--- config.mk ---
export PLATFORM = sky130hd
export DESIGN_NAME = gi2d_locate
export DESIGN_NICKNAME = d
export VERILOG_FILES = /design/src/design/gi2d_pkg.sv /design/src/design/gi2d_locate.sv
export SDC_FILE = /design/constraint.sdc
export NUM_CORES = 2
export LEC_CHECK = 0
export BUFFER_PORTS_ARGS = -buffer_cell sky130_fd_sc_hd__clkbuf_2
export CAP_MARGIN = 5
export CORE_UTILIZATION = 58
export CTS_BUF_LIST = sky130_fd_sc_hd__clkbuf_4 sky130_fd_sc_hd__clkbuf_8
export DETAILED_ROUTE_END_ITERATION = 12
export PLACE_DENSITY = 0.87
export SLEW_MARGIN = 20
export SYNTH_ARGS = -nofsm -noshare
export SYNTH_HDL_FRONTEND = slang
export SYNTH_SLANG_ARGS = --single-unit
--- constraint.sdc ---
create_clock -name clk -period 12.8 [get_ports clk]
set_clock_uncertainty 0.15 [all_clocks]
set_input_delay 2.56 -clock clk [delete_from_list [all_inputs] [get_ports clk]]
set_output_delay 2.56 -clock clk [all_outputs]
set_load 0.01 [all_outputs]
--- src/design/gi2d_pkg.sv ---
// Package for the 2D grid interpolator: payload word types, mode codes,
// register indexes and weight constants. No dependencies.
`timescale 1ns / 1ps
`default_nettype none
package gi2d_pkg;

  typedef struct packed {
    logic               kind;
    logic        [5:0]  load_row;
    logic        [5:0]  load_col;
    logic signed [15:0] load_value;
    logic signed [31:0] query_pos_row;
    logic signed [31:0] query_pos_col;
  } in_word_t;

  typedef struct packed {
    logic signed [15:0] result_value;
    logic               outside_grid;
    logic               used_nearest;
  } out_word_t;

  localparam logic       KIND_LOAD  = 1'b0;
  localparam logic       KIND_QUERY = 1'b1;

  localparam logic [1:0] MODE_BILINEAR = 2'd0;
  localparam logic [1:0] MODE_NEAREST  = 2'd1;
  localparam logic [1:0] MODE_LIN_ROWS = 2'd2;
  localparam logic [1:0] MODE_LIN_COLS = 2'd3;

  localparam logic [2:0] REG_MODE         = 3'd0;
  localparam logic [2:0] REG_NIL_VALUE    = 3'd1;
  localparam logic [2:0] REG_ROW_ORIGIN   = 3'd2;
  localparam logic [2:0] REG_COL_ORIGIN   = 3'd3;
  localparam logic [2:0] REG_ROW_INV_STEP = 3'd4;
  localparam logic [2:0] REG_COL_INV_STEP = 3'd5;
  localparam logic [2:0] REG_ROW_COUNT    = 3'd6;
  localparam logic [2:0] REG_COL_COUNT    = 3'd7;

  localparam int         CFG_IDX_W  = 4;
  localparam int         CFG_DATA_W = 32;

  // weight in Q0.16 with 17 bits so one is representable
  localparam logic [16:0] WEIGHT_ONE  = 17'h10000;
  localparam logic [16:0] HALF_WEIGHT = 17'h08000;

  // per-axis locate result
  typedef struct packed {
    logic        in_grid;
    logic [9:0]  idx;
    logic [16:0] w;
  } axis_loc_t;

endpackage
`default_nettype wire

--- src/design/gi2d_locate.sv ---
// One axis of the query: subtract origin, scale by the inverse step and
// split into cell index and weight over two register stages. Uses gi2d_pkg.
`timescale 1ns / 1ps
`default_nettype none
module gi2d_locate import gi2d_pkg::*; #(
  parameter int MAX_N = 64
) (
  input  wire logic               clk,
  input  wire logic signed [31:0] pos,
  input  wire logic signed [31:0] org,
  input  wire logic        [31:0] inv,
  input  wire logic        [6:0]  cnt,
  output axis_loc_t               loc
);

  localparam int IW = $clog2(MAX_N);

  // stage A: difference magnitude split, multiply low word
  logic signed [32:0] diff;
  logic        [32:0] mag;
  logic               neg_r;
  logic               magh_r;
  logic        [63:0] prod_r;
  logic        [31:0] inv_r;
  logic        [10:0] cnte_r;

  logic        [10:0] cnt_eff;
  always_comb begin
    diff = 33'(pos) - 33'(org);
    mag  = diff[32] ? 33'(-diff) : diff;
    if (11'(cnt) > 11'(MAX_N)) cnt_eff = 11'(MAX_N);
    else cnt_eff = 11'(cnt);
  end

  always_ff @(posedge clk) begin
    neg_r  <= diff[32];
    magh_r <= mag[32];
    prod_r <= 64'(mag[31:0]) * 64'(inv);
    inv_r  <= inv;
    cnte_r <= cnt_eff;
  end

  // stage B: integer part, range checks
  logic [32:0] ip;
  always_comb begin
    ip = 33'(prod_r[63:32]) + (magh_r ? 33'(inv_r) : 33'd0);
  end

  always_ff @(posedge clk) begin
    if (cnte_r < 11'd2) begin
      loc.in_grid <= 1'b0;
      loc.idx     <= '0;
      loc.w       <= '0;
    end else if (neg_r) begin
      loc.in_grid <= (ip == 33'd0);
      loc.idx     <= '0;
      loc.w       <= '0;
    end else if (ip > 33'(cnte_r - 11'd1)) begin
      loc.in_grid <= 1'b0;
      loc.idx     <= '0;
      loc.w       <= '0;
    end else if (ip == 33'(cnte_r - 11'd1)) begin
      loc.in_grid <= 1'b1;
      loc.idx     <= 10'(cnte_r - 11'd2);
      loc.w       <= WEIGHT_ONE;
    end else begin
      loc.in_grid <= 1'b1;
      loc.idx     <= 10'(ip[IW-1:0]);
      loc.w       <= {1'b0, prod_r[31:16]};
    end
  end

endmodule
`default_nettype wire

After elaboration in Yosys (flattened, before gate mapping)
Index checks and enable logic that the tools add are counted.
{"block": "totals", "inputBits": 104, "word_cells": 30, "regBits": 133, "out_inout_bits": 28}
{"block": "op_classes", "n_lt_le_gt_ge": 3, "mux": 5, "n_bitwise": 1, "reduce_logical": 4, "n_mul": 1, "eq_ne": 1, "addsub": 5}
{"cell": "$mul A32 B32 Y64", "n": 1}
{"cell": "$mux W32", "n": 2}
{"cell": "$mux W28", "n": 2}
{"cell": "$add A32 B32 Y33", "n": 1}
{"cell": "$eq A33 B33 Y1", "n": 1}
{"cell": "$gt A33 B33 Y1", "n": 1}
{"cell": "$logic_not A33 Y1", "n": 1}
{"cell": "$neg A33 Y33", "n": 1}
{"cell": "$sub A32 B32 Y33", "n": 1}
{"cell": "$mux W27", "n": 1}
{"cell": "$sub A10 B2 Y10 const B", "n": 1}
{"cell": "$reduce_or A4 Y1", "n": 2}
{"cell": "$sub A7 B1 Y8 const B", "n": 1}
{"cell": "$gt A7 B7 Y1 const B", "n": 1}
{"cell": "$lt A7 B2 Y1 const B", "n": 1}
{"cell": "$reduce_or A3 Y1", "n": 1}
{"cell": "$not A1 Y1", "n": 1}

Longest topological paths before layout
{"block": "logic_depth", "ltp_word": 6, "mapped_depth": 45, "depth_no_buf": 43}

Worst setup path before layout
Ideal clock, no wire load.
{"block": "synth_path", "kind": "input to register", "from": "input port org[4]", "to": "register prod_r[63]", "arrival_time_ns": 12.522, "setup_ns": 0.072, "slack_ns": 0.056, "n_path_buf": 2, "stages": 40, "required_time_ns": 12.578, "path_cell_list": "inv_1 -> ha_1 -> clkbuf_1 -> a21o_1 -> a21o_1 -> a21oi_1 -> a21oi_1 -> or4_1 -> a211oi_2 -> a31oi_1 -> o31a_1 -> or2_1 -> o41ai_1 -> xnor2_1 -> clkbuf_1 -> nand2_1 -> fa_1 -> fa_1 -> [4 not listed] -> fa_1 -> fa_1 -> inv_1 -> fa_1 -> inv_1 -> ha_1 -> a21oi_1 -> o21ai_0 -> a21o_1 -> a21o_1 -> a31oi_1 -> o221ai_1 -> a21oi_1 -> o21a_1 -> nand2_1 -> a211o_1 -> a21oi_1 -> xnor2_1"}
{"block": "synth_between", "elab_chain_len": 4}
{"element": "start, declared", "line": "gi2d_locate.sv:10", "text": "input wire logic signed [31:0] org,"}
{"element": "$sub A32 B32 Y33 *", "line": "gi2d_locate.sv:29", "text": "diff = 33'(pos) - 33'(org);"}
{"element": "$neg A33 Y33", "line": "gi2d_locate.sv:30", "text": "mag = diff[32] ? 33'(-diff) : diff;"}
{"element": "$mux W32 *", "line": "gi2d_locate.sv:30"}
{"element": "$mul A32 B32 Y64 *", "line": "gi2d_locate.sv:38", "text": "prod_r <= 64'(mag[31:0]) * 64'(inv);"}
{"element": "end signal, assigned", "line": "gi2d_locate.sv:38"}
{"element": "end, declared", "line": "gi2d_locate.sv:23", "text": "logic [63:0] prod_r;"}
Mark *: on every way between the ends. The rest lies on a longest branch, timed or not.
A chain may end at the register's enable or synchronous reset.

Final worst setup path
{"block": "layout_path", "from": "input port org[1]", "to": "register prod_r[46]"}
The elaborated chain is that of the path after synthesis.

==> reports/summary.txt <==
outcome = finished with violations
violated checks = DRC
Placer Congestion = 0.9814
share of cells above drive strength 1 = 12.28%
critical path buffer and inverter count = 13
Synth Area in Compound Gates = 8.071%
asr flop ratio synth = 0%
Yosys cell types = 80
TritonCTS buffer count = 17
router iterations before antenna repair = 12
crit path max fanout = 3
setup TNS = 0 ps
# fillers = 5,180
Mapped Cells = 4,782
Die ar. = 0.07322 sq mm
Routed WL per cell = 20.83 microns
Initial Utilization = 58.53%
Simple-Gate Fraction of Synth Area = 18.53%
clk_lat worst skew = 450 ps
largest net degree at the start of global routing = 38
synthesized flop and latch total = 117
Worst Setup Path Type = input port to flop
total number of vias = 35,260
grt ovf = 0
Routed WL = 125.2 mm
Clock Path Buffers = 2
Crit path max-delay family = adder cells
clock slew at reported path FFs = 80 ps
Primary FF master, synth = dfxtp_1
Critical Path RT = 12,970 ps
I/O pin total = 132
CP endpoint kind = flop
Final Critical Period = 12,700 ps
Worst slew margin = 16.80%
CP Launch Type = input port
core footprint = 0.07149 sq mm
num rows = 98
pins over their slew limit = 0
Hold Fails Final Rpt = 0
Avg Cell Area, Syn = 8.750 sq um
Via density = 5.867
H-Tree Depth = 4
slowest stage delay, CP = 560 ps
xor/xnor share of the synthesized area = 2.847%
Hold WC Path Type = flop to flop
Slew @ Worst Pin = 1231 ps
DRC viols = 2
Port Buffer Count = 131
area grow syn2layout = 11.42%
Die Y-Extent = 270.6 microns
number of nets with antenna violations after routing = 0
warnings from Yosys = 0
number of global-route vias before repair = 37,270
Layout Nets = 6,406
main combinational cell family by area after synthesis = adder cells
Yosys top cell by area = fa_1
Synth top area share = 42.92%
fmax = 78.72 MHz
setup violators final = 0
overall routing resource usage = 34.34%
root buffer cell = clkbuf_8
WP data arrival = 12,880 ps
dpl hpwl = 98.83 mm
first-pass GRT wire length = 197.4 mm
post-synthesis mux area share = 0.09868%
DR iter-0 viols = 3,403
Worst path slowest cell = fa_2
Final period util = 99.25%
die width = 270.6 microns
Synth area leaders = fa_1 (43%), ha_1 (11%), inv_1 (8.8%)
Mapped Area = 0.04184 sq mm
initial antenna violation count = 2
# clock sinks = 117
Max Cap Viol = 0
Synth Area in Adders = 53.71%
CTS tree = built
EDFF count, synth = 0
sequential-to-total area share from yosys stat = 5.598%
[routing by layer]
| layer | routed length, microns | global-route usage [%] | share of wire, % | vias to the layer above |
|---|---|---|---|---|
| met5 | 15 | 0 | 0.012 | - |
| met2 | 57300 | 55.53 | 46 | 2351 |
| met4 | 7643 | 17.25 | 6.1 | 2 |
| met1 | 44850 | 42.76 | 36 | 17270 |
| li1 | - | - | - | 15070 |
| met3 | 15410 | 8.671 | 12 | 565 |
[area by class of cell]
class | count | area [sq um] | share of cell area [%]
timing repair buffer | 495 | 3563 | 7.643
sequential | 117 | 2342 | 5.024
tap | 950 | 1189 | 2.550
antenna | 4 | 10.01 | 0.02147
multi-input combinational | 3427 | 35380 | 75.89
clock buffer | 17 | 234.0 | 0.5019
clock inverter | 14 | 200.2 | 0.4294
inverter | 986 | 3701 | 7.939
[synthesized netlist by cell type, types with 17 or more instances]
master	count
a21o_1	90
a21oi_1	129
a31oi_1	17
and2_1	456
clkbuf_1	246
dfxtp_1	117
fa_1	897
ha_1	361
inv_1	986
nand2_1	665
nand2b_1	28
nand3_1	19
nand4_1	42
nor2_1	100
nor2b_1	46
nor3_1	33
nor3b_1	25
o21a_1	39
o21ai_0	76
o21ai_1	23
o21bai_1	22
or4b_1	34
xnor2_1	85
xor2_1	51
[what timing repair did]
| action | 4_1_cts | 5_1_grt |
|---|---|---|
| hold buffers | 0 | 0 |
| gates resized for setup | 0 | 74 |
| buffers inserted | 0 | 8 |
| endpoints found under the setup margin | 0 | 23 |
[layout by cell type, fill, tap and decap left out, types with 41 or more instances in the layout]
cell type,n
nor2b_1,45
dfxtp_1,117
fa_1,894
o21ai_0,66
ha_1,358
nand2_1,664
clkbuf_2,131
nand4_1,42
xor2_1,41
a21oi_1,119
buf_4,344
and2_1,455
a21o_1,90
nor2_1,97
inv_1,986
xnor2_1,65
[cell families after synthesis]
logic type                 Yosys count
AOI/OAI and AO/OA                  510
xor gates and xnor gates           136
adders and majority gates         1258
buffers and inverters             1239
DFF                                117
muxes                                4
other                                1
and+or+nand+nor                   1517
[registers in the layout (all words and copies together), names as in the netlist]
signal / flops
prod_r: 48
inv_r: 32
cnte_r: 7
loc: 28
magh_r: 1
neg_r: 1
[through the flow]
step                      cells  util [%]  setup WS, ps  hold WS [ps]  cell area (sq um)
after detailed placement   5967     64.06        -435.4         296.6              45790
after global routing       6007     65.21        -267.8         308.5              46610
after CTS                  5998     64.66         33.66         304.6              46230
after global placement     5967     64.06        -246.6         296.4              45790
after floorplan            4783         -         56.09         292.1              41850
final                      6010     65.22         96.43         302.2              46620
[path summary, 6_finish.rpt]
kind,start,to,slack [ps],cells after the start
hold reg to reg,prod_r[29]$_DFF_P_,loc[13]$_SDFF_PP0_,300,1
setup reg to reg,magh_r$_SDFF_PP0_,loc[20]$_SDFF_PP0_,6500,23
setup / recovery,org[1],prod_r[46]$_DFF_P_,100,42
hold / removal,prod_r[29]$_DFF_P_,loc[13]$_SDFF_PP0_,300,1
Power is not shown: default switching activity piles up to over one toggle a cycle in this logic, so the estimate is an artifact.
